[config.mk]
export PLATFORM = sky130hd
export DESIGN_NAME = palette_channel_editor
export DESIGN_NICKNAME = d
export VERILOG_FILES = /design/src/hdl/pce_pkg.sv /design/src/hdl/palette_channel_editor.sv
export VERILOG_INCLUDE_DIRS = /design/src /design/src/hdl
export SDC_FILE = /design/constraint.sdc
export NUM_CORES = 1
export LEC_CHECK = 0
export ABC_AREA = 0
export BUFFER_PORTS_ARGS = -buffer_cell sky130_fd_sc_hd__buf_2
export CAP_MARGIN = 25
export CORE_AREA = 5 5 256 258
export DETAILED_ROUTE_END_ITERATION = 7
export DIE_AREA = 0 0 261 263
export GPL_ROUTABILITY_DRIVEN = 0
export GPL_TIMING_DRIVEN = 0
export PLACE_DENSITY = 0.57
export SYNTH_ARGS = -nofsm -noshare
export SYNTH_HDL_FRONTEND = slang
export SYNTH_SLANG_ARGS = --single-unit
[constraint.sdc]
create_clock -name i_clk -period 7 [get_ports i_clk]
set_input_delay 0.7 -clock i_clk [delete_from_list [all_inputs] [get_ports i_clk]]
set_output_delay 0.7 -clock i_clk [all_outputs]
set_load 0.02 [all_outputs]
[src/hdl/assert_macros.svh]
// ----------------------------------------------------------------------------
// Assertion macros
// Shared helpers for concurrent assertions; compiled out with ASSERT_OFF.
// ----------------------------------------------------------------------------
`ifndef ASSERT_MACROS_SVH
`define ASSERT_MACROS_SVH

`ifndef ASSERT_OFF

// same-cycle implication, disabled during reset
`define AST_IMPL(lbl, clk, rstn, ante, cons) \
    lbl: assert property (@(posedge clk) disable iff (!rstn) (ante) |-> (cons)) \
        else $error("assertion failed");

// next-cycle implication, disabled during reset
`define AST_NEXT(lbl, clk, rstn, ante, cons) \
    lbl: assert property (@(posedge clk) disable iff (!rstn) (ante) |=> (cons)) \
        else $error("assertion failed");

`else

`define AST_IMPL(lbl, clk, rstn, ante, cons)
`define AST_NEXT(lbl, clk, rstn, ante, cons)

`endif

`endif

[src/hdl/pce_pkg.sv]
// ----------------------------------------------------------------------------
// Palette channel editor package
// Geometry, command and channel codes, wave shapes, result item type and fill function.
// ----------------------------------------------------------------------------
package pce_pkg;

    // palette geometry
    localparam int C_ENTRIES    = 30;
    localparam int C_IDX_W      = 5;
    localparam int C_LVL_W      = 4;
    localparam int C_MAX_LEVEL  = 15;
    localparam int C_SAW_PERIOD = 10;
    localparam int C_TRI_CLIP   = 10;

    // commands
    localparam logic [2:0] CMD_LOAD  = 3'd0;
    localparam logic [2:0] CMD_ROT_L = 3'd1;
    localparam logic [2:0] CMD_ROT_R = 3'd2;
    localparam logic [2:0] CMD_INC   = 3'd3;
    localparam logic [2:0] CMD_DEC   = 3'd4;
    localparam logic [2:0] CMD_FILL  = 3'd5;

    // channel select
    localparam logic [1:0] CH_RED   = 2'd0;
    localparam logic [1:0] CH_GREEN = 2'd1;
    localparam logic [1:0] CH_BLUE  = 2'd2;

    // wave numbers within a set
    localparam logic [2:0] WV_RAMP  = 3'd0;
    localparam logic [2:0] WV_TRI   = 3'd1;
    localparam logic [2:0] WV_FALL  = 3'd2;
    localparam logic [2:0] WV_SAW   = 3'd3;
    localparam logic [2:0] WV_EXTRA = 3'd4;

    // one palette entry: blue, green, red from the top down
    typedef logic [3*C_LVL_W-1:0] t_rgb;

    typedef struct packed {
        logic                 last;
        t_rgb                 rgb;
        logic [C_IDX_W-1:0]   idx;
    } t_out_item;

    // fill value of one entry
    function automatic logic [C_LVL_W-1:0] wave_value(
        input logic               set,
        input logic [2:0]         pat,
        input logic [C_IDX_W-1:0] idx
    );
        logic [C_IDX_W-1:0] rev;
        logic [C_IDX_W-1:0] tri_v;
        logic [C_IDX_W-1:0] m10;
        logic [C_IDX_W-1:0] m15;
        logic [C_IDX_W-1:0] v;
        rev   = C_IDX_W'(C_ENTRIES) - idx;
        tri_v = (idx < C_IDX_W'(C_MAX_LEVEL)) ? idx : rev;
        if (idx < C_IDX_W'(C_SAW_PERIOD))
            m10 = idx;
        else if (idx < C_IDX_W'(2 * C_SAW_PERIOD))
            m10 = idx - C_IDX_W'(C_SAW_PERIOD);
        else
            m10 = idx - C_IDX_W'(2 * C_SAW_PERIOD);
        if (idx < C_IDX_W'(C_MAX_LEVEL))
            m15 = idx;
        else if (idx < C_IDX_W'(2 * C_MAX_LEVEL))
            m15 = idx - C_IDX_W'(C_MAX_LEVEL);
        else
            m15 = idx - C_IDX_W'(2 * C_MAX_LEVEL);
        v = '0;
        if (!set) begin
            case (pat)
                WV_RAMP: v = idx >> 1;
                WV_TRI:  v = tri_v;
                WV_FALL: v = C_IDX_W'(C_MAX_LEVEL) - (idx >> 1);
                WV_SAW:  v = m10;
                default: v = '0;
            endcase
        end else begin
            case (pat)
                WV_RAMP:  v = (idx > C_IDX_W'(C_MAX_LEVEL)) ? C_IDX_W'(C_MAX_LEVEL) : idx;
                WV_TRI:   v = (tri_v > C_IDX_W'(C_TRI_CLIP)) ? C_IDX_W'(C_TRI_CLIP) : tri_v;
                WV_FALL:  v = (rev > C_IDX_W'(C_MAX_LEVEL)) ? C_IDX_W'(C_MAX_LEVEL) : rev;
                WV_SAW:   v = m15;
                WV_EXTRA: v = C_IDX_W'(C_MAX_LEVEL) - m15;
                default:  v = '0;
            endcase
        end
        return v[C_LVL_W-1:0];
    endfunction

endpackage

[src/hdl/palette_channel_editor.sv]
// ----------------------------------------------------------------------------
// Palette channel editor
// Palette of red/green/blue levels held in one synchronous RAM, edited by
// read-modify-write sweeps and dumped in index order after each known command.
// ----------------------------------------------------------------------------
// Usage:
//   s_axis carries one command per request (cmd in tuser, operands in tdata).
//   m_axis returns the whole palette after every known command, one entry per
//   request in index order, tlast on the final entry. Unknown commands are
//   taken and dropped without output.
//   A load writes the RAM in the cycle it is taken, so the dump starts at
//   once. Rotate, increment, decrement and fill first sweep the RAM (30
//   reads, a wait for the registered read, and for a rotate one wrap-around
//   write), then dump. The single read port of the palette RAM is why the
//   sweep and the dump run one after the other.
//   s_axis_tready is high only between commands. A two-deep output queue
//   with read credit lets the dump run at one entry per cycle and pause
//   cleanly when m_axis_tready is low; the next command may be taken while
//   the queue still drains.
//   Reset empties the queue and marks every entry unwritten; an unwritten
//   entry reads as zero, so the palette starts all black with no clearing
//   pass.
// ----------------------------------------------------------------------------
`include "assert_macros.svh"

module palette_channel_editor
    import pce_pkg::*;
#(
    parameter int ENTRIES = C_ENTRIES
)(
    input  logic        i_clk,
    input  logic        i_rst_n,
    // s_axis_tdata: entry_index[4:0], load_red[8:5], load_green[12:9],
    //   load_blue[16:13], channel_mask[19:17], channel[21:20],
    //   wave_set[22], pattern[25:23], zero fill above
    input  logic        s_axis_tvalid,
    output logic        s_axis_tready,
    input  logic [31:0] s_axis_tdata,
    // s_axis_tuser: cmd[2:0]
    input  logic [2:0]  s_axis_tuser,
    // m_axis_tdata: out_index[4:0], out_red[8:5], out_green[12:9],
    //   out_blue[16:13], zero fill above
    output logic        m_axis_tvalid,
    input  logic        m_axis_tready,
    output logic [23:0] m_axis_tdata,
    output logic        m_axis_tlast
);

    localparam int SW = $clog2(ENTRIES + 2);
    localparam int CW = $clog2(ENTRIES + 1);

    localparam logic [1:0] ST_IDLE = 2'd0;
    localparam logic [1:0] ST_EDIT = 2'd1;
    localparam logic [1:0] ST_DUMP = 2'd2;

    // request fields
    logic [C_IDX_W-1:0] in_idx;
    t_rgb               in_rgb;
    logic [2:0]         in_mask;
    logic [1:0]         in_ch;
    logic               in_set;
    logic [2:0]         in_pat;
    logic               s_acc;

    assign in_idx  = s_axis_tdata[4:0];
    assign in_rgb  = s_axis_tdata[16:5];
    assign in_mask = s_axis_tdata[19:17];
    assign in_ch   = s_axis_tdata[21:20];
    assign in_set  = s_axis_tdata[22];
    assign in_pat  = s_axis_tdata[25:23];
    assign s_acc   = s_axis_tvalid && s_axis_tready;

    // control and captured command
    logic [1:0]         r_state, n_state;
    logic [2:0]         r_cmd;
    logic [2:0]         r_mask;
    logic [1:0]         r_ch;
    logic               r_set;
    logic [2:0]         r_pat;
    logic [SW-1:0]      r_step;
    logic [CW-1:0]      r_dcnt;

    // palette RAM and its read side
    t_rgb               r_mem [ENTRIES];
    logic [ENTRIES-1:0] r_valid;
    t_rgb               r_rd_data;
    logic               r_rd_vld;
    logic [C_IDX_W-1:0] r_raddr;
    logic               rd_en;
    logic [C_IDX_W-1:0] rd_addr;
    t_rgb               d_cur;
    logic               we;
    logic [C_IDX_W-1:0] waddr;
    t_rgb               wdata;

    // sweep pipeline
    logic [C_IDX_W-1:0] r_paddr;
    t_rgb               r_prev;
    t_rgb               r_first;
    logic               is_rot;
    logic               ed_dv;
    logic               ed_tail;
    t_rgb               edit_val;
    t_rgb               mix_val;
    t_rgb               mix_src;
    logic [C_LVL_W-1:0] sel_lvl;
    logic [C_LVL_W-1:0] new_lvl;

    // output queue
    t_out_item          r_q [2];
    logic               r_wp;
    logic               r_rp;
    logic [1:0]         r_cnt, n_cnt;
    logic               r_pend;
    logic               pop;
    logic               dump_issue;
    t_out_item          o_item;

    assign s_axis_tready = (r_state == ST_IDLE);
    assign d_cur         = r_rd_vld ? r_rd_data : '0;
    assign is_rot        = (r_cmd == CMD_ROT_L) || (r_cmd == CMD_ROT_R);
    assign ed_dv   = (r_state == ST_EDIT) && (r_step != '0) && (r_step <= SW'(ENTRIES));
    assign ed_tail = (r_state == ST_EDIT) && (r_step == SW'(ENTRIES + 1));

    // read credit: at most two entries queued or in flight
    assign pop        = (r_cnt != 2'd0) && m_axis_tready;
    assign dump_issue = (r_state == ST_DUMP) && (r_dcnt < CW'(ENTRIES)) &&
                        (((r_cnt + 2'(r_pend)) < 2'd2) || pop);

    // read address: rotate right sweeps downwards, everything else upwards
    always_comb begin
        rd_en   = 1'b0;
        rd_addr = '0;
        if ((r_state == ST_EDIT) && (r_step < SW'(ENTRIES))) begin
            rd_en = 1'b1;
            if (r_cmd == CMD_ROT_R)
                rd_addr = C_IDX_W'(ENTRIES - 1) - r_step[C_IDX_W-1:0];
            else
                rd_addr = r_step[C_IDX_W-1:0];
        end else if (dump_issue) begin
            rd_en   = 1'b1;
            rd_addr = r_dcnt[C_IDX_W-1:0];
        end
    end

    // increment, decrement or fill of the chosen channel
    always_comb begin
        case (r_ch)
            CH_RED:   sel_lvl = d_cur[3:0];
            CH_GREEN: sel_lvl = d_cur[7:4];
            CH_BLUE:  sel_lvl = d_cur[11:8];
            default:  sel_lvl = '0;
        endcase
        case (r_cmd)
            CMD_INC: new_lvl = sel_lvl + 4'd1;
            CMD_DEC: new_lvl = sel_lvl - 4'd1;
            default: new_lvl = wave_value(r_set, r_pat, r_raddr);
        endcase
        edit_val = d_cur;
        case (r_ch)
            CH_RED:   edit_val[3:0]  = new_lvl;
            CH_GREEN: edit_val[7:4]  = new_lvl;
            CH_BLUE:  edit_val[11:8] = new_lvl;
            default:  ;
        endcase
    end

    // rotate: masked channels from the neighbour, the rest kept
    always_comb begin
        mix_src = ed_tail ? r_first : d_cur;
        for (int c = 0; c < 3; c++) begin
            mix_val[c*C_LVL_W +: C_LVL_W] = r_mask[c] ? mix_src[c*C_LVL_W +: C_LVL_W]
                                                      : r_prev[c*C_LVL_W +: C_LVL_W];
        end
    end

    // RAM write port
    always_comb begin
        we    = 1'b0;
        waddr = '0;
        wdata = '0;
        if (s_acc && (s_axis_tuser == CMD_LOAD) && (in_idx < C_IDX_W'(ENTRIES))) begin
            we    = 1'b1;
            waddr = in_idx;
            wdata = in_rgb;
        end else if (ed_dv && !is_rot) begin
            we    = 1'b1;
            waddr = r_raddr;
            wdata = edit_val;
        end else if ((ed_dv && (r_step >= SW'(2)) && is_rot) || (ed_tail && is_rot)) begin
            we    = 1'b1;
            waddr = r_paddr;
            wdata = mix_val;
        end
    end

    // palette RAM, registered read
    always_ff @(posedge i_clk) begin
        if (we)
            r_mem[waddr] <= wdata;
        if (rd_en) begin
            r_rd_data <= r_mem[rd_addr];
            r_rd_vld  <= r_valid[rd_addr];
            r_raddr   <= rd_addr;
        end
    end

    // written marks, all clear after reset
    always_ff @(posedge i_clk) begin
        if (!i_rst_n)
            r_valid <= '0;
        else if (we)
            r_valid[waddr] <= 1'b1;
    end

    // sweep history for rotation
    always_ff @(posedge i_clk) begin
        if (ed_dv) begin
            r_prev  <= d_cur;
            r_paddr <= r_raddr;
            if (r_step == SW'(1))
                r_first <= d_cur;
        end
    end

    // command capture
    always_ff @(posedge i_clk) begin
        if (s_acc) begin
            r_cmd  <= s_axis_tuser;
            r_mask <= in_mask;
            r_ch   <= in_ch;
            r_set  <= in_set;
            r_pat  <= in_pat;
        end
    end

    // sequencer
    always_comb begin
        n_state = r_state;
        unique case (r_state)
            ST_IDLE: begin
                if (s_acc) begin
                    unique case (s_axis_tuser) inside
                        CMD_LOAD: n_state = ST_DUMP;
                        CMD_ROT_L, CMD_ROT_R, CMD_INC, CMD_DEC, CMD_FILL:
                            n_state = ST_EDIT;
                        default: n_state = ST_IDLE;
                    endcase
                end
            end
            ST_EDIT: begin
                if (ed_tail)
                    n_state = ST_DUMP;
            end
            ST_DUMP: begin
                if (r_dcnt == CW'(ENTRIES))
                    n_state = ST_IDLE;
            end
            default: n_state = ST_IDLE;
        endcase
    end

    always_ff @(posedge i_clk) begin
        if (!i_rst_n) begin
            r_state <= ST_IDLE;
            r_step  <= '0;
            r_dcnt  <= '0;
        end else begin
            r_state <= n_state;
            if (s_acc) begin
                r_step <= '0;
                r_dcnt <= '0;
            end else begin
                if (r_state == ST_EDIT)
                    r_step <= r_step + SW'(1);
                if (dump_issue)
                    r_dcnt <= r_dcnt + CW'(1);
            end
        end
    end

    // output queue: landed reads in, accepted requests out
    assign n_cnt = r_cnt + 2'(r_pend) - 2'(pop);

    always_ff @(posedge i_clk) begin
        if (!i_rst_n) begin
            r_pend <= 1'b0;
            r_cnt  <= '0;
            r_wp   <= 1'b0;
            r_rp   <= 1'b0;
        end else begin
            r_pend <= dump_issue;
            r_cnt  <= n_cnt;
            if (r_pend)
                r_wp <= ~r_wp;
            if (pop)
                r_rp <= ~r_rp;
        end
    end

    always_ff @(posedge i_clk) begin
        if (r_pend) begin
            r_q[r_wp].idx  <= r_raddr;
            r_q[r_wp].rgb  <= d_cur;
            r_q[r_wp].last <= (r_raddr == C_IDX_W'(ENTRIES - 1));
        end
    end

    assign o_item        = r_q[r_rp];
    assign m_axis_tvalid = (r_cnt != 2'd0);
    assign m_axis_tdata  = {7'd0, o_item.rgb, o_item.idx};
    assign m_axis_tlast  = o_item.last;

    // checks
    `AST_IMPL(a_credit, i_clk, i_rst_n, 1'b1, (r_cnt + 2'(r_pend)) <= 2'd2)
    `AST_IMPL(a_last_idx, i_clk, i_rst_n, m_axis_tvalid && m_axis_tlast, m_axis_tdata[4:0] == C_IDX_W'(ENTRIES - 1))
    `AST_NEXT(a_cmd_runs, i_clk, i_rst_n, s_acc && (s_axis_tuser <= CMD_FILL), r_state != ST_IDLE)
    `AST_IMPL(a_wr_range, i_clk, i_rst_n, we, waddr < C_IDX_W'(ENTRIES))

endmodule
==> reports/summary.txt <==
worst hold start: s_axis_tdata[18]
register area: 14600 um^2
Clock Tree Root: clkbuf_16
leakage power: 8.81 nW
yosys warns: 0
DP HPWL: 43600 um
fin crit share: 0.607
Slew Limit Fails: 0
Final setup viols: 0
area of the multi-input gates: 6650 um^2
Yosys cell types: 81
crit path max fanout: 10
final antenna-violating net count: 0
hold endpoint: r_mask[1]$_DFFE_PP_
fraction of layout cells with a size suffix above 1: 0.134
vias in the first global route: 14433
worst setup margin: 2.75 ns
final WL: 60500 um
critical path endpoint category: flip-flop
Max transition margin: 0.334
Mapped Cells: 1755
Worst-Skew Late Latency: 0.60 ns
Die Wd: 261 um
synthesis-stage register bit count: 503
worst slew pin tran: 0.998 ns
clk sinks: 503
clk buf depth: 3
worst hold slack: 0.287 ns
startpoint types: flip-flop
worst r2r path cells: 11
synthesized area per cell: 12.4 um^2
Top FF cell, synth: edfxtp_1
pwr/cell area: 251 nW/um^2
DRC: 0
PortBufs: 52
Site Rows: 92
Area Overhead vs Synth: 16.1%
CTS tree: done
initial core utilization: 0.346
Crit-path slowest cell: a32oi_2
GRT Total Usage: 0.171
initial antenna violation count: 0
post-synthesis instance area: 21700 um^2
outcome: finished clean
worst-path cell chain: ha_1, nor3b_1, a211oi_4, a32oi_2, inv_2, buf_2, nor2_1, clkbuf_1, a221oi_1, o21ai_0, nand4_1
Reg clk slew, reported paths: 0.06 ns
ant diodes: 0
Peak VDD IR: 0.154 mV
I/O pin count: 66
worst r2r src: r_pend$_SDFF_PN0_
sequential-to-total area share from yosys stat: 0.673
Die Area: 68600 um^2
CP Data Required Time: 7.26 ns
hold path depth: 1
Placeable Area: 62700 um^2
fraction of registers with async set/reset: 0
Worst path max stage delay: 0.72 ns
pre-CTS WS: 2.56 ns
# resized after CTS: 0
htree depth: 2
Design Area, Final: 25200 um^2
Post-synth EDFFs: 455
first-pass GRT wire length: 90300 um
Final Util: 0.402
Critical path origin: r_pend$_SDFF_PN0_
setup repair bufs after CTS: 0
via count: 14722
nets: 1976
post-layout min period: 4.25 ns
largest net degree at the start of global routing: 31
final hold vios: 0
DRT iter0 DRCs: 1457
Worst Clk Skew: 0.0265 ns
global route overflow: 0
Detailed Routing Iterations Pass 1: 5
Hold Buf Count CTS: 0
critical path type: flip-flop to flip-flop
Fillers: 5859
Vias/cell: 5.26
Placement Cell Area: 23700 um^2
Hold Path Class: input pin to flip-flop
Routed WL per cell: 21.6 um
FMAX: 235 MHz
total of max-cap violations: 0
R2R Setup Slk: 2.75 ns
RSZ-0062 raised after global routing: no
CTS Buf Count: 52
post-route setup TNS: 0 ns
critical path data arrival time: 4.50 ns
reg2reg end: r_rd_data[5]$_DFFE_PP_
die height: 263 um
## cell usage after synthesis (22+ instances only)
cell type | count | area share
edfxtp_1 | 455 | 0.63
nand2_1 | 369 | 0.064
nor2_1 | 110 | 0.019
a31oi_1 | 62 | 0.018
clkbuf_1 | 57 | 0.0098
and3_1 | 56 | 0.016
nand3_1 | 51 | 0.012
dfxtp_1 | 48 | 0.044
a311oi_1 | 40 | 0.016
buf_2 | 34 | 0.0078
mux2i_1 | 34 | 0.016
o21a_1 | 33 | 0.011
a21oi_1 | 31 | 0.0071
o211ai_1 | 28 | 0.0097
o21ai_0 | 27 | 0.0062
inv_1 | 26 | 0.0045
ha_1 | 22 | 0.013
## worst max-delay path, delay by kind of cell, from the launching register on
family,cells,cell delay (ns)
AOI/OAI and AO/OA,4,1.26
adders and majority gates,1,0.27
DFF,1,0.37
buffers and inverters,3,1.03
and+or+nand+nor,3,0.99
## worst max path at each step
stage,slack (ns),cells after the start,endpoint
floorplan,2.07,7,r_mem[0][8]$_DFFE_PP_
global placement,-3.27,7,r_mem[15][4]$_DFFE_PP_
detailed placement,2.56,12,r_mem[11][8]$_DFFE_PP_
CTS,2.53,11,r_mem[11][8]$_DFFE_PP_
global route,2.51,11,r_rd_data[6]$_DFFE_PP_
finish,2.75,11,r_rd_data[5]$_DFFE_PP_
## kinds of logic after synthesis
family | share of synthesized area
XOR/XNOR | 0.0101
multiplexers | 0.0250
adder cells (fa/ha/maj) | 0.0136
AO/OA/AOI/OAI | 0.105
AND/OR/NAND/NOR | 0.145
buffers and inverters | 0.0283
flip-flops | 0.673
other | 0.000173
## registers in the layout, indices dropped and copies added (netlist names), 5 cells and up, named ones only
signal and count:
r_rd_data 12, r_paddr 5, r_first 12, r_dcnt 5
r_step 5, r_mem 360, r_raddr 5, r_q 36
r_prev 12, r_valid 30
## placed cells by master, fill, tap and decap left out, drive strengths merged, types with 14 or more instances in the layout
cell | netlist | final
o21ai | 30 | 30
nand2 | 369 | 369
dfxtp | 48 | 48
and3 | 56 | 56
a311oi | 40 | 40
a31oi | 62 | 62
mux2i | 34 | 34
buf | 56 | 155
nor2 | 112 | 112
clkinv | 2 | 25
ha | 22 | 22
mux2 | 18 | 18
a21oi | 33 | 33
o211ai | 28 | 28
nor3 | 14 | 14
xnor2 | 14 | 14
edfxtp | 455 | 455
a22oi | 17 | 17
o21a | 33 | 33
nand3 | 51 | 51
clkbuf | 57 | 122
nand2b | 15 | 15
inv | 28 | 31
nand4 | 18 | 18
## final cells by class
cell class / instances / area share
flip-flops and latches: 503 / 0.580
multi-input cells: 1115 / 0.263
clock buffers: 65 / 0.0539
well taps: 846 / 0.0419
repair buffers: 99 / 0.0293
plain buffers: 113 / 0.0198
clock inverters: 28 / 0.00754
inverters: 30 / 0.00456
## report_power, final
| part | leakage (nW) | switching (mW) | internal (mW) |
|---|---|---|---|
| clock network | 0.759 | 1.14 | 1.41 |
| registers | 4.56 | 0.0236 | 3.29 |
| logic | 3.49 | 0.300 | 0.159 |
## per-stage QoR
| stage | cells | total power [mW] |
|---|---|---|
| CTS | 2797 | 6.39 |
| detailed placement | 2704 | 3.84 |
| global route | 2799 | 6.55 |
| global placement | 2659 | 3.82 |
| finish | 2799 | 6.33 |
| floorplan | 1761 | 3.67 |
## layer usage
layer,up-vias,GRT usage,wire length [um]
met5,-,0,0
met4,0,0.0580,2070
met3,105,0.0278,4280
met2,564,0.278,28500
met1,7217,0.236,25600
li1,6836,-,-
(Power assumes the default switching activity.)
